<file path="config.mk">
export PLATFORM = sky130hd
export DESIGN_NAME = ticket_mutual_exclusion_node
export DESIGN_NICKNAME = d
export VERILOG_FILES = /design/src/rtl/core/tmx_pkg.sv /design/src/rtl/core/tmx_alu.sv /design/src/rtl/core/ticket_mutual_exclusion_node.sv
export SDC_FILE = /design/constraint.sdc
export NUM_CORES = 1
export LEC_CHECK = 0
export BUFFER_PORTS_ARGS = -buffer_cell sky130_fd_sc_hd__buf_2
export CAP_MARGIN = 20
export CORE_UTILIZATION = 65
export DETAILED_ROUTE_END_ITERATION = 10
export HOLD_SLACK_MARGIN = 0.05
export MAX_ROUTING_LAYER = met4
export PLACE_DENSITY = 0.91
export SLEW_MARGIN = 20
export SYNTH_ARGS = -nofsm -noshare
export SYNTH_HDL_FRONTEND = slang
export SYNTH_HIERARCHICAL = 1
export SYNTH_SLANG_ARGS = --single-unit
</file>
<file path="constraint.sdc">
create_clock -name clock -period 12.05 [get_ports clock]
set_input_delay 1.205 -clock clock [delete_from_list [all_inputs] [get_ports clock]]
set_output_delay 1.205 -clock clock [all_outputs]
set_load 0.01 [all_outputs]
</file>
<file path="src/rtl/core/tmx_pkg.sv">
// Package with the shared types, codes and constants of the ticket mutual exclusion node.
`timescale 1ns / 1ps

package tmx_pkg;

   // Default group limit; ids on the wire stay four bits wide.
   localparam int MAX_NODES_DEFAULT = 16;
   localparam int PEER_SLOTS        = 16;
   localparam int TICKET_WIDTH      = 32;
   localparam int NODE_ID_WIDTH     = 4;
   localparam int COUNT_WIDTH       = 5;
   localparam int CSR_INDEX_WIDTH   = 1;
   localparam int CSR_DATA_WIDTH    = 5;

   // Configuration register indexes.
   localparam logic [CSR_INDEX_WIDTH-1:0] CSR_OWN_NODE_ID = 1'd0;
   localparam logic [CSR_INDEX_WIDTH-1:0] CSR_NODE_COUNT  = 1'd1;

   // Reset value and lower clamp of the group size.
   localparam logic [COUNT_WIDTH-1:0] NODE_COUNT_MIN = 5'd2;

   // Input actions.
   localparam logic [1:0] ACT_PEER_REQUEST = 2'd0;
   localparam logic [1:0] ACT_PEER_REPLY   = 2'd1;
   localparam logic [1:0] ACT_LOCAL_ENTER  = 2'd2;
   localparam logic [1:0] ACT_LOCAL_LEAVE  = 2'd3;

   // Outgoing message kinds.
   localparam logic [1:0] KIND_REQUEST = 2'd0;
   localparam logic [1:0] KIND_REPLY   = 2'd1;
   localparam logic [1:0] KIND_GRANT   = 2'd2;

   typedef struct packed {
      logic [1:0]              action;
      logic [NODE_ID_WIDTH-1:0] source_node;
      logic [TICKET_WIDTH-1:0]  peer_ticket;
   } req_type;

   typedef struct packed {
      logic [1:0]              msg_kind;
      logic [NODE_ID_WIDTH-1:0] dest_node;
      logic [TICKET_WIDTH-1:0]  ticket_out;
      logic                    last;
   } rsp_type;

   // Operations of the shared ticket unit.
   typedef enum logic [0:0] {
      ALU_COMPARE,
      ALU_INCREMENT
   } alu_op_type;

   typedef struct packed {
      alu_op_type              op;
      logic [TICKET_WIDTH-1:0] a;
      logic [TICKET_WIDTH-1:0] b;
   } alu_req_type;

   typedef struct packed {
      logic                    lt;
      logic                    eq;
      logic [TICKET_WIDTH-1:0] sum;
   } alu_res_type;

   typedef enum logic [2:0] {
      ST_IDLE,
      ST_DISPATCH,
      ST_PEER_DECIDE,
      ST_SEND_REQ,
      ST_SEND_REPLY
   } state_type;

endpackage

</file>
<file path="src/rtl/core/tmx_alu.sv">
// Shared ticket unit: one 32-bit compare and one increment for the dispatch and decide steps.
`timescale 1ns / 1ps

module tmx_alu (
   input  tmx_pkg::alu_req_type alu_req,
   output tmx_pkg::alu_res_type alu_res
);
   import tmx_pkg::*;

   // Compare a against b; the increment only matters when a new ticket is drawn.
   always_comb begin
      alu_res.lt  = (alu_req.a < alu_req.b);
      alu_res.eq  = (alu_req.a == alu_req.b);
      alu_res.sum = (alu_req.op == ALU_INCREMENT) ? alu_req.a + 32'd1 : alu_req.a;
   end

endmodule

</file>
<file path="src/rtl/core/ticket_mutual_exclusion_node.sv">
// Top level of the ticket mutual exclusion node: sequencer, state and result register.
//
//   channel   ports                                   transfer when
//   -------   -------------------------------------   ------------------------
//   input     start, busy, req_data                   start high, busy low
//   result    rsp_strobe, rsp_data                    every cycle rsp_strobe is high
//   config    csr_write_enable, csr_index, csr_write_data   csr_write_enable high
//
// Every item first passes the dispatch step. A peer request then goes to the decide
// step (one from the own id is dropped), a local entry sends its requests in the
// send-request step (none when already competing), and a leave walks the deferred set
// in the send-reply step up to the highest deferred peer. Each result is registered and
// shows in the cycle after the sequencer step that issues it.
// All ticket compares and the ticket increment go through one shared unit.
// Reset is synchronous and returns the node to the idle, non-competing state.
// The receiver cannot stall: each result is shown for one cycle only.
`timescale 1ns / 1ps

module ticket_mutual_exclusion_node #(
   parameter int MAX_NODES = tmx_pkg::MAX_NODES_DEFAULT
) (
   input  logic                                   clock,
   input  logic                                   reset,
   input  logic                                   start,
   output logic                                   busy,
   input  tmx_pkg::req_type                       req_data,
   output logic                                   rsp_strobe,
   output tmx_pkg::rsp_type                       rsp_data,
   input  logic                                   csr_write_enable,
   input  logic [tmx_pkg::CSR_INDEX_WIDTH-1:0]    csr_index,
   input  logic [tmx_pkg::CSR_DATA_WIDTH-1:0]     csr_write_data
);
   import tmx_pkg::*;

   localparam int NW = $clog2(MAX_NODES + 1);
   localparam int IW = $clog2(MAX_NODES);

   state_type                state_ff, state_in;
   req_type                  item_ff, item_in;
   logic [NODE_ID_WIDTH-1:0] own_id_ff;
   logic [COUNT_WIDTH-1:0]   node_count_ff;
   logic                     competing_ff, competing_in;
   logic [TICKET_WIDTH-1:0]  own_ticket_ff, own_ticket_in;
   logic [TICKET_WIDTH-1:0]  highest_ff, highest_in;
   logic [NW-1:0]            replies_ff, replies_in;
   logic [PEER_SLOTS-1:0]    deferred_ff, deferred_in;
   logic [PEER_SLOTS-1:0]    pending_ff, pending_in;
   logic [NODE_ID_WIDTH-1:0] slot_ff, slot_in;
   logic [IW-1:0]            scan_ff, scan_in;
   logic [NW-1:0]            sent_ff, sent_in;
   logic                     rsp_strobe_ff, rsp_strobe_in;
   rsp_type                  rsp_data_ff, rsp_data_in;

   logic [NW-1:0]            group_size;
   logic [NW-1:0]            group_less_one;
   logic                     req_last;
   alu_req_type              alu_req;
   alu_res_type              alu_res;

   tmx_alu u_alu (
      .alu_req (alu_req),
      .alu_res (alu_res)
   );

   // Group size clamped to the supported range.
   always_comb begin
      if (node_count_ff < NODE_COUNT_MIN) begin
         group_size = NW'(2);
      end else if (32'(node_count_ff) > MAX_NODES) begin
         group_size = NW'(MAX_NODES);
      end else begin
         group_size = NW'(node_count_ff);
      end
      group_less_one = group_size - NW'(1);
   end

   assign req_last = ((sent_ff + NW'(1)) == group_less_one);

   // Configuration registers.
   always_ff @(posedge clock) begin
      if (reset) begin
         own_id_ff     <= '0;
         node_count_ff <= NODE_COUNT_MIN;
      end else if (csr_write_enable) begin
         unique case (csr_index)
            CSR_OWN_NODE_ID: own_id_ff     <= csr_write_data[NODE_ID_WIDTH-1:0];
            CSR_NODE_COUNT:  node_count_ff <= csr_write_data[COUNT_WIDTH-1:0];
            default: ;
         endcase
      end
   end

   // Control and node state.
   always_ff @(posedge clock) begin
      if (reset) begin
         state_ff      <= ST_IDLE;
         competing_ff  <= 1'b0;
         own_ticket_ff <= '0;
         highest_ff    <= '0;
         replies_ff    <= '0;
         deferred_ff   <= '0;
         rsp_strobe_ff <= 1'b0;
      end else begin
         state_ff      <= state_in;
         competing_ff  <= competing_in;
         own_ticket_ff <= own_ticket_in;
         highest_ff    <= highest_in;
         replies_ff    <= replies_in;
         deferred_ff   <= deferred_in;
         rsp_strobe_ff <= rsp_strobe_in;
      end
   end

   // Item, scan and result payload registers.
   always_ff @(posedge clock) begin
      item_ff     <= item_in;
      pending_ff  <= pending_in;
      slot_ff     <= slot_in;
      scan_ff     <= scan_in;
      sent_ff     <= sent_in;
      rsp_data_ff <= rsp_data_in;
   end

   // Sequencer: next state, state updates and the message of this cycle.
   always_comb begin
      state_in      = state_ff;
      item_in       = item_ff;
      competing_in  = competing_ff;
      own_ticket_in = own_ticket_ff;
      highest_in    = highest_ff;
      replies_in    = replies_ff;
      deferred_in   = deferred_ff;
      pending_in    = pending_ff;
      slot_in       = slot_ff;
      scan_in       = scan_ff;
      sent_in       = sent_ff;
      rsp_strobe_in = 1'b0;
      rsp_data_in   = rsp_data_ff;
      alu_req.op    = ALU_COMPARE;
      alu_req.a     = highest_ff;
      alu_req.b     = item_ff.peer_ticket;

      unique case (state_ff)
         ST_IDLE: begin
            if (start) begin
               item_in  = req_data;
               state_in = ST_DISPATCH;
            end
         end

         ST_DISPATCH: begin
            state_in = ST_IDLE;
            unique case (item_ff.action)
               ACT_PEER_REQUEST: begin
                  // A request from our own id is dropped; otherwise raise the highest ticket.
                  if (item_ff.source_node != own_id_ff) begin
                     if (alu_res.lt) begin
                        highest_in = item_ff.peer_ticket;
                     end
                     state_in = ST_PEER_DECIDE;
                  end
               end
               ACT_PEER_REPLY: begin
                  if (competing_ff && (replies_ff < group_less_one)) begin
                     replies_in = replies_ff + NW'(1);
                     if ((replies_ff + NW'(1)) == group_less_one) begin
                        rsp_strobe_in          = 1'b1;
                        rsp_data_in.msg_kind   = KIND_GRANT;
                        rsp_data_in.dest_node  = own_id_ff;
                        rsp_data_in.ticket_out = '0;
                        rsp_data_in.last       = 1'b1;
                     end
                  end
               end
               ACT_LOCAL_ENTER: begin
                  // Draw a new ticket one above the highest seen, then broadcast.
                  if (!competing_ff) begin
                     alu_req.op    = ALU_INCREMENT;
                     own_ticket_in = alu_res.sum;
                     highest_in    = alu_res.sum;
                     competing_in  = 1'b1;
                     replies_in    = '0;
                     scan_in       = '0;
                     sent_in       = '0;
                     state_in      = ST_SEND_REQ;
                  end
               end
               default: begin
                  // Leave: stop competing and release every deferred peer.
                  competing_in = 1'b0;
                  replies_in   = '0;
                  pending_in   = deferred_ff;
                  deferred_in  = '0;
                  slot_in      = '0;
                  if (deferred_ff != '0) begin
                     state_in = ST_SEND_REPLY;
                  end
               end
            endcase
         end

         ST_PEER_DECIDE: begin
            // Reply at once unless our (ticket, id) pair wins; otherwise defer the peer.
            alu_req.a = item_ff.peer_ticket;
            alu_req.b = own_ticket_ff;
            if (!competing_ff || alu_res.lt ||
                (alu_res.eq && (item_ff.source_node < own_id_ff))) begin
               rsp_strobe_in          = 1'b1;
               rsp_data_in.msg_kind   = KIND_REPLY;
               rsp_data_in.dest_node  = item_ff.source_node;
               rsp_data_in.ticket_out = '0;
               rsp_data_in.last       = 1'b1;
            end else begin
               deferred_in = deferred_ff | (PEER_SLOTS'(1) << item_ff.source_node);
            end
            state_in = ST_IDLE;
         end

         ST_SEND_REQ: begin
            // One request per cycle to every node but ourselves; no request in the step at our own id.
            scan_in = scan_ff + IW'(1);
            if (32'(scan_ff) != 32'(own_id_ff)) begin
               rsp_strobe_in          = 1'b1;
               rsp_data_in.msg_kind   = KIND_REQUEST;
               rsp_data_in.dest_node  = NODE_ID_WIDTH'(scan_ff);
               rsp_data_in.ticket_out = own_ticket_ff;
               rsp_data_in.last       = req_last;
               sent_in                = sent_ff + NW'(1);
               if (req_last) begin
                  state_in = ST_IDLE;
               end
            end
         end

         ST_SEND_REPLY: begin
            // Walk the deferred set from the lowest id upward.
            pending_in = pending_ff >> 1;
            slot_in    = slot_ff + NODE_ID_WIDTH'(1);
            if (pending_ff[0]) begin
               rsp_strobe_in          = 1'b1;
               rsp_data_in.msg_kind   = KIND_REPLY;
               rsp_data_in.dest_node  = slot_ff;
               rsp_data_in.ticket_out = '0;
               rsp_data_in.last       = (pending_ff[PEER_SLOTS-1:1] == '0);
            end
            if (pending_ff[PEER_SLOTS-1:1] == '0) begin
               state_in = ST_IDLE;
            end
         end

         default: begin
            state_in = ST_IDLE;
         end
      endcase
   end

   assign busy       = (state_ff != ST_IDLE);
   assign rsp_strobe = rsp_strobe_ff;
   assign rsp_data   = rsp_data_ff;

endmodule

</file>
==> impl_metrics.tcl, run 1 <==
set metrics [dict create \
    status "finished, final reports clean" \
    core_area_um2 16060 \
    rsz0062_at_grt "false" \
    final.min_clock_period_ns 5.504 \
    dpl.cell_count 1308 \
    cts_setup_buffers 0 \
    synth_top_area_share_pct 29.49 \
    ios 89 \
    slowest_delay_ns 0.71 \
    synthSimpleGateAreaFrac_pct 17.50 \
    synthCells 1046 \
    antennaDiodeCount 0 \
    hp-class "reg -> reg" \
    fin_ws_ns 6.546 \
    path_buf_inv 2 \
    track_usage_pct 29.26 \
    seq_area_frac_synth_pct 47.84 \
    port_buffers 88 \
    post_drt_wl_per_cell_um 17.76 \
    dpl.hpwl_um 15090 \
    maxCapViolCount 0 \
    yosys_warnings 6 \
    synth_cell_types 68 \
    ys_ff_latch 205 \
    synthAdderAreaFrac_pct 5.447 \
    h-tree-depth 1 \
    worst_ep_required_time_ns 12.43 \
    nets 1211 \
    synth_edf_count 106 \
    synth_xor_area_share_pct 4.717 \
    grt_max_degree 83 \
    worstSetupStartpointType "flip-flop" \
    netlist_area_um2 10800 \
    worst_clock_skew_ns 0.01137 \
    start_util_pct 67.23 \
    p_per_area_nw_per_um2 141.8 \
    maxSlewHeadroom_pct 26.91 \
    setup_violations 0 \
    ant_nets 0 \
    synthArstFlopShare_pct 0 \
    synth_top_family_by_area "simple AND/OR/NAND/NOR gates" \
    synth-main-ff-cell "edfxtp_1" \
    dieArea_um2 17130 \
    cts-resized-gates 0 \
    cp_slowest_cell "buf_4" \
    wl_um 23940 \
    dp_slack_ns 6.812 \
    cts_tree "done" \
    die_y_um 130.9 \
    grt_pass1_vias 8002 \
    area_growth_pct 11.75 \
    hold_ws_ns 0.4662 \
    grt_pass1_wl_um 38250 \
    crit_arrival_ns 5.88 \
    cts.sinks 205 \
    row_count 46 \
    viasPerCell 6.045 \
    antenna_found_initial 0 \
    synth.area.mux_share_pct 10.12 \
    insertion_delay_ns 0.50 \
    vias 8149 \
    clockRootBuffer "clkbuf_16" \
    fin_cells 1348 \
    synth_top_area_cell "edfxtp_1" \
    cts_max_path_buffers 3 \
    synth_compound_area_share_pct 10.52 \
    syn-num-nets 1141 \
    drive_gt1_share_pct 21.29 \
    fmax_mhz 181.7 \
    die_w_um 130.9 \
    clk_pin_slew_ns 0.06 \
    cts_buffers 22 \
    hold_buffers 0 \
    vdd_drop_max_v 0.0001474 \
    overflow 0 \
    setup_tns_ns 0 \
    final_core_util_pct 75.13 \
    gp_congestion 0.9080 \
    crit_chain "nand2b_1, nor2_4, buf_4, mux2_2, ha_1, nor2b_1, o211ai_1, a21boi_1, or4b_1, a2111oi_2, nand2_1, a211oi_4, buf_4, nor2_1, a211oi_1" \
    hold_violations 0 \
    p_leak_nw 4.851 \
    end_kind "flip-flop" \
    crit_path_frequent_cell "buf_4" \
    tightestPinTransition_ns 1.096 \
    drt-initial-drc-count 621 \
    cp_max_fo 68 \
    drc_errors 0 \
    slew_violations 0 \
    finalCritPeriodShare_pct 45.68 \
    avgSynthCellArea_um2 10.32 \
    drt_first_pass_iters 5 \
    critical_path.top_delay_family "compound AO/OA/AOI/OAI gates" \
    ys_top_cells_by_area "edfxtp_1, dfxtp_1, mux2_2, ha_1, nand2_1" \
    worstSetupPathType "reg -> reg" \
]
per-stage QoR:
| stage | total power (W) | area [µm²] |
|---|---|---|
| 6_report | 0.001711 | 12060 |
| 4_1_cts | 0.001714 | 12060 |
| 3_5_place_dp | 0.001062 | 11350 |
| 3_3_place_gp | 0.001052 | 11350 |
| 2_1_floorplan | 0.0009950 | 10800 |
| 5_1_grt | 0.001772 | 12060 |
final timing paths:
path	from	end	slack (ns)	depth (start not counted)
max	state_ff[1]$_SDFFE_PP0P_	highest_ff[27]$_SDFFE_PP0P_	6.55	15
min	own_ticket_ff[19]$_SDFFE_PP0P_	own_ticket_ff[19]$_SDFFE_PP0P_	0.47	2
max reg2reg	state_ff[1]$_SDFFE_PP0P_	highest_ff[27]$_SDFFE_PP0P_	6.55	15
min reg2reg	own_ticket_ff[19]$_SDFFE_PP0P_	own_ticket_ff[19]$_SDFFE_PP0P_	0.47	2
per-layer routing:
layer	up-vias	wire, µm	track usage [%]
met5	-	0	-
met4	0	827	12.51
met3	76	1553	4.316
met2	347	11680	49.24
met1	3853	9883	35.07
li1	3873	-	-
report_power, final:
| part | total (W) | internal (W) | switching [W] | leakage (nW) |
|---|---|---|---|---|
| clock network | 0.000656 | 0.000386 | 0.000269 | 0.345 |
| logic | 0.000245 | 0.0000967 | 0.000148 | 2.70 |
| registers | 0.000810 | 0.000781 | 0.0000293 | 1.81 |
layout by cell type, fill, tap and decap left out, types with 6 or more instances in the layout:
| cell type | count |
|---|---|
| nand2_1 | 148 |
| edfxtp_1 | 106 |
| dfxtp_1 | 99 |
| nor2_1 | 89 |
| buf_2 | 88 |
| mux2_2 | 65 |
| a21oi_1 | 58 |
| ha_1 | 47 |
| inv_1 | 45 |
| and2_1 | 37 |
| mux2i_1 | 36 |
| xnor2_1 | 33 |
| a211oi_2 | 28 |
| nand3_1 | 27 |
| clkbuf_16 | 23 |
| xor2_1 | 18 |
| nand4_1 | 14 |
| a31oi_1 | 14 |
| o21ai_0 | 12 |
| nor3_1 | 11 |
| nor4_1 | 10 |
| nor2b_1 | 9 |
| buf_4 | 8 |
| and3_1 | 7 |
| clkbuf_1 | 7 |
| or3_1 | 6 |
| nand2b_1 | 6 |
| a211oi_1 | 6 |
| and4_1 | 6 |
Yosys cell counts (all sizes together), types with 7 or more instances:
cell type / instances
a211oi: 35
nand2b: 7
and3: 8
buf: 20
mux2i: 36
clkbuf: 30
xnor2: 33
and2: 38
o21ai: 14
a31oi: 14
nand3: 28
ha: 47
a21oi: 59
nor3: 11
nor2: 90
dfxtp: 99
mux2: 65
and4: 7
nor2b: 9
xor2: 19
nand4: 15
inv: 46
edfxtp: 106
nand2: 148
nor4: 12
worst reg2reg max path, stage by stage (launching register included):
cell and delay [ns]:
dfxtp_1 0.54, nand2b_1 0.23, nor2_4 0.12, buf_4 0.71, mux2_2 0.48, ha_1 0.31, nor2b_1 0.14, o211ai_1 0.20
a21boi_1 0.12, or4b_1 0.50, a2111oi_2 0.50, nand2_1 0.17, a211oi_4 0.23, buf_4 0.67, nor2_1 0.13, a211oi_1 0.34
final cells by class:
type                            instances  area [µm²]
Multi-Input combinational cell        745        5248
Inverter                               46       172.7
Clock inverter                          8       78.83
Tap cell                              216       270.3
Timing Repair Buffer                   96       500.5
Fill cell                            1017        3994
Clock buffer                           32       629.4
Sequential cell                       205        5165
registers in the layout, summed over array words and instances, names as in the netlist:
register,count
competing_ff,1
deferred_ff,16
highest_ff,32
item_ff,38
node_count_ff,5
own_id_ff,4
own_ticket_ff,32
pending_ff,16
replies_ff,5
rsp_data,39
rsp_strobe,1
scan_ff,4
sent_ff,5
slot_ff,4
state_ff,3
logic make-up after synthesis:
logic type               Yosys count
AND/OR/NAND/NOR                  390
flip-flops                       205
buffers and inverters             96
adder cells (fa/ha/maj)           47
multiplexers                     101
XOR/XNOR                          54
AO/OA/AOI/OAI                    153
(Power assumes the default switching activity.)
==> inputs of run 2 (changes only) <==
ABC_AREA = 1   (was not set)
CORE_UTILIZATION = 55   (was 65)
PLACE_DENSITY = 0.82   (was 0.91)
clock period = 5 ns   (was 12.05 ns; I/O delays follow)
==> impl_metrics.tcl, run 2 <==
set metrics [dict create \
    synth_top_area_cell "edfxtp_1" \
    start_util_pct 55.94 \
    clockRootBuffer "clkbuf_16" \
    finalCritPeriodShare_pct 81.64 \
    synth_cell_types 42 \
    hold_violations 0 \
    dpl.cell_count 1663 \
    hp-class "in -> reg" \
    slew_violations 0 \
    grt_max_degree 67 \
    h-tree-depth 1 \
    synth_top_area_share_pct 29.24 \
    tightestPinTransition_ns 1.080 \
    rsz0062_at_grt "false" \
    ant_nets 0 \
    cp_slowest_cell "nand2_2" \
    row_count 51 \
    worst_clock_skew_ns 0.02142 \
    overflow 0 \
    core_area_um2 19460 \
    cts_tree "done" \
    ys_top_cells_by_area "edfxtp_1, dfxtp_1, nand2_1, ha_1, inv_1" \
    die_w_um 142.7 \
    most-common-layout-cells "nand2_1, inv_1, nor2_1, edfxtp_1, dfxtp_1" \
    syn-num-nets 1450 \
    placed_area_um2 11460 \
    final_common_cell "nand2_1" \
    yosys_warnings 6 \
    fin_cells 1703 \
    cts_buffers 22 \
    crit_chain "inv_1, nor3_4, inv_2, buf_12, o21ai_0, ha_1, nand2_1, inv_1, nand3_1, nor3_1, inv_1, nor3_1, nand3_1, nand3_1, a21oi_1, nand2_2" \
    fmax_mhz 245.0 \
    final.min_clock_period_ns 4.082 \
    viasPerCell 5.446 \
    area_growth_pct 11.98 \
    hold_ws_ns 0.1557 \
    gp_congestion 0.9236 \
    worstSetupStartpointType "flip-flop" \
    maxCapViolCount 0 \
    drt-initial-drc-count 699 \
    maxSlewHeadroom_pct 27.76 \
    nets 1517 \
    crit_arrival_ns 4.20 \
    cts.sinks 205 \
    cts_setup_buffers 0 \
    insertion_delay_ns 0.52 \
    netlist_area_um2 10890 \
    setup_violations 0 \
    p_per_area_nw_per_um2 375.4 \
    worstSetupPathType "reg -> reg" \
    wl_um 25310 \
    avgSynthCellArea_um2 8.034 \
    cts_max_path_buffers 3 \
    die_y_um 142.7 \
    end_kind "flip-flop" \
    dpl.hpwl_um 17540 \
    antenna_found_initial 0 \
    synth_edf_count 106 \
    synthCells 1355 \
    path_buf_inv 5 \
    synthArstFlopShare_pct 0 \
    vdd_drop_max_v 0.0002794 \
    drc_errors 0 \
    cp_max_fo 66 \
    vias 9274 \
    ys_ff_latch 205 \
    port_buffers 88 \
    status "finished, final reports clean" \
    antennaDiodeCount 0 \
    clk_pin_slew_ns 0.06 \
    synth-main-ff-cell "edfxtp_1" \
    yosys.cell_count.top_type "nand2_1" \
    synthTopCellsByCount "nand2_1, inv_1, nor2_1" \
    ios 89 \
    final_cell_area_um2 12190 \
    setup_tns_ns 0 \
    cts-resized-gates 0 \
    critical_path.top_delay_family "simple AND/OR/NAND/NOR gates" \
    slowest_delay_ns 0.81 \
    largest_reg_flops 39 \
    drt_first_pass_iters 5 \
    drive_gt1_share_pct 12.24 \
    grt_pass1_vias 8481 \
    hold_buffers 0 \
    worst_ep_required_time_ns 5.12 \
    post_drt_wl_per_cell_um 14.86 \
    track_usage_pct 26.21 \
    dieArea_um2 20360 \
    grt_pass1_wl_um 41320 \
    p_leak_nw 5.180 \
    seq_area_frac_synth_pct 47.44 \
]
[run 2: cell families after synthesis]
kind of cell	synth area share (%)
simple gates	23.70
compound gates	12.61
flops	47.44
buf+inv	7.631
fa+ha+maj	5.402
xor+xnor	3.218
[run 2: final cells by class]
class / count / area [µm²]
Clock buffer: 27 / 569.3
Clock inverter: 13 / 157.7
Sequential cell: 205 / 5165
Multi-Input combinational cell: 947 / 4901
Inverter: 153 / 575.6
Fill cell: 1634 / 7272
Tap cell: 265 / 331.6
Timing Repair Buffer: 93 / 490.5
[run 2: routing by layer]
layer | global-route usage (%) | vias up | part of all wire, %
met2 | 40.48 | 305 | 46
met5 | - | - | 0
met4 | 9.564 | 0 | 3.0
li1 | - | 4632 | -
met3 | 3.119 | 58 | 6.1
met1 | 35.54 | 4279 | 45
[run 2: through the flow]
| stage | power [W] | worst slack, ns | utilization (%) |
|---|---|---|---|
| global route | 0.004807 | 0.5650 | 62.64 |
| detailed placement | 0.002944 | 1.002 | 58.89 |
| global placement | 0.002911 | 1.140 | 58.89 |
| CTS | 0.004592 | 0.9298 | 62.63 |
| floorplan | 0.002699 | 1.333 | - |
| finish | 0.004576 | 0.9180 | 62.64 |
[run 2: where the power goes]
part	switching (W)	total, W	internal [W]
logic	0.000606	0.000899	0.000293
registers	0.0000937	0.00203	0.00193
clock network	0.000678	0.00165	0.000971
[run 2: worst paths after layout]
kind                                      start                       endpoint  slack (ns)  depth (start not counted)
setup / recovery       state_ff[1]$_SDFFE_PP0P_         rsp_data[12]$_DFFE_PP_        0.92                         16
hold / removal                     req_data[33]          item_ff[33]$_DFFE_PP_        0.16                          1
setup reg to reg       state_ff[1]$_SDFFE_PP0P_         rsp_data[12]$_DFFE_PP_        0.92                         16
hold reg to reg   own_ticket_ff[2]$_SDFFE_PP0P_  own_ticket_ff[2]$_SDFFE_PP0P_        0.47                          2
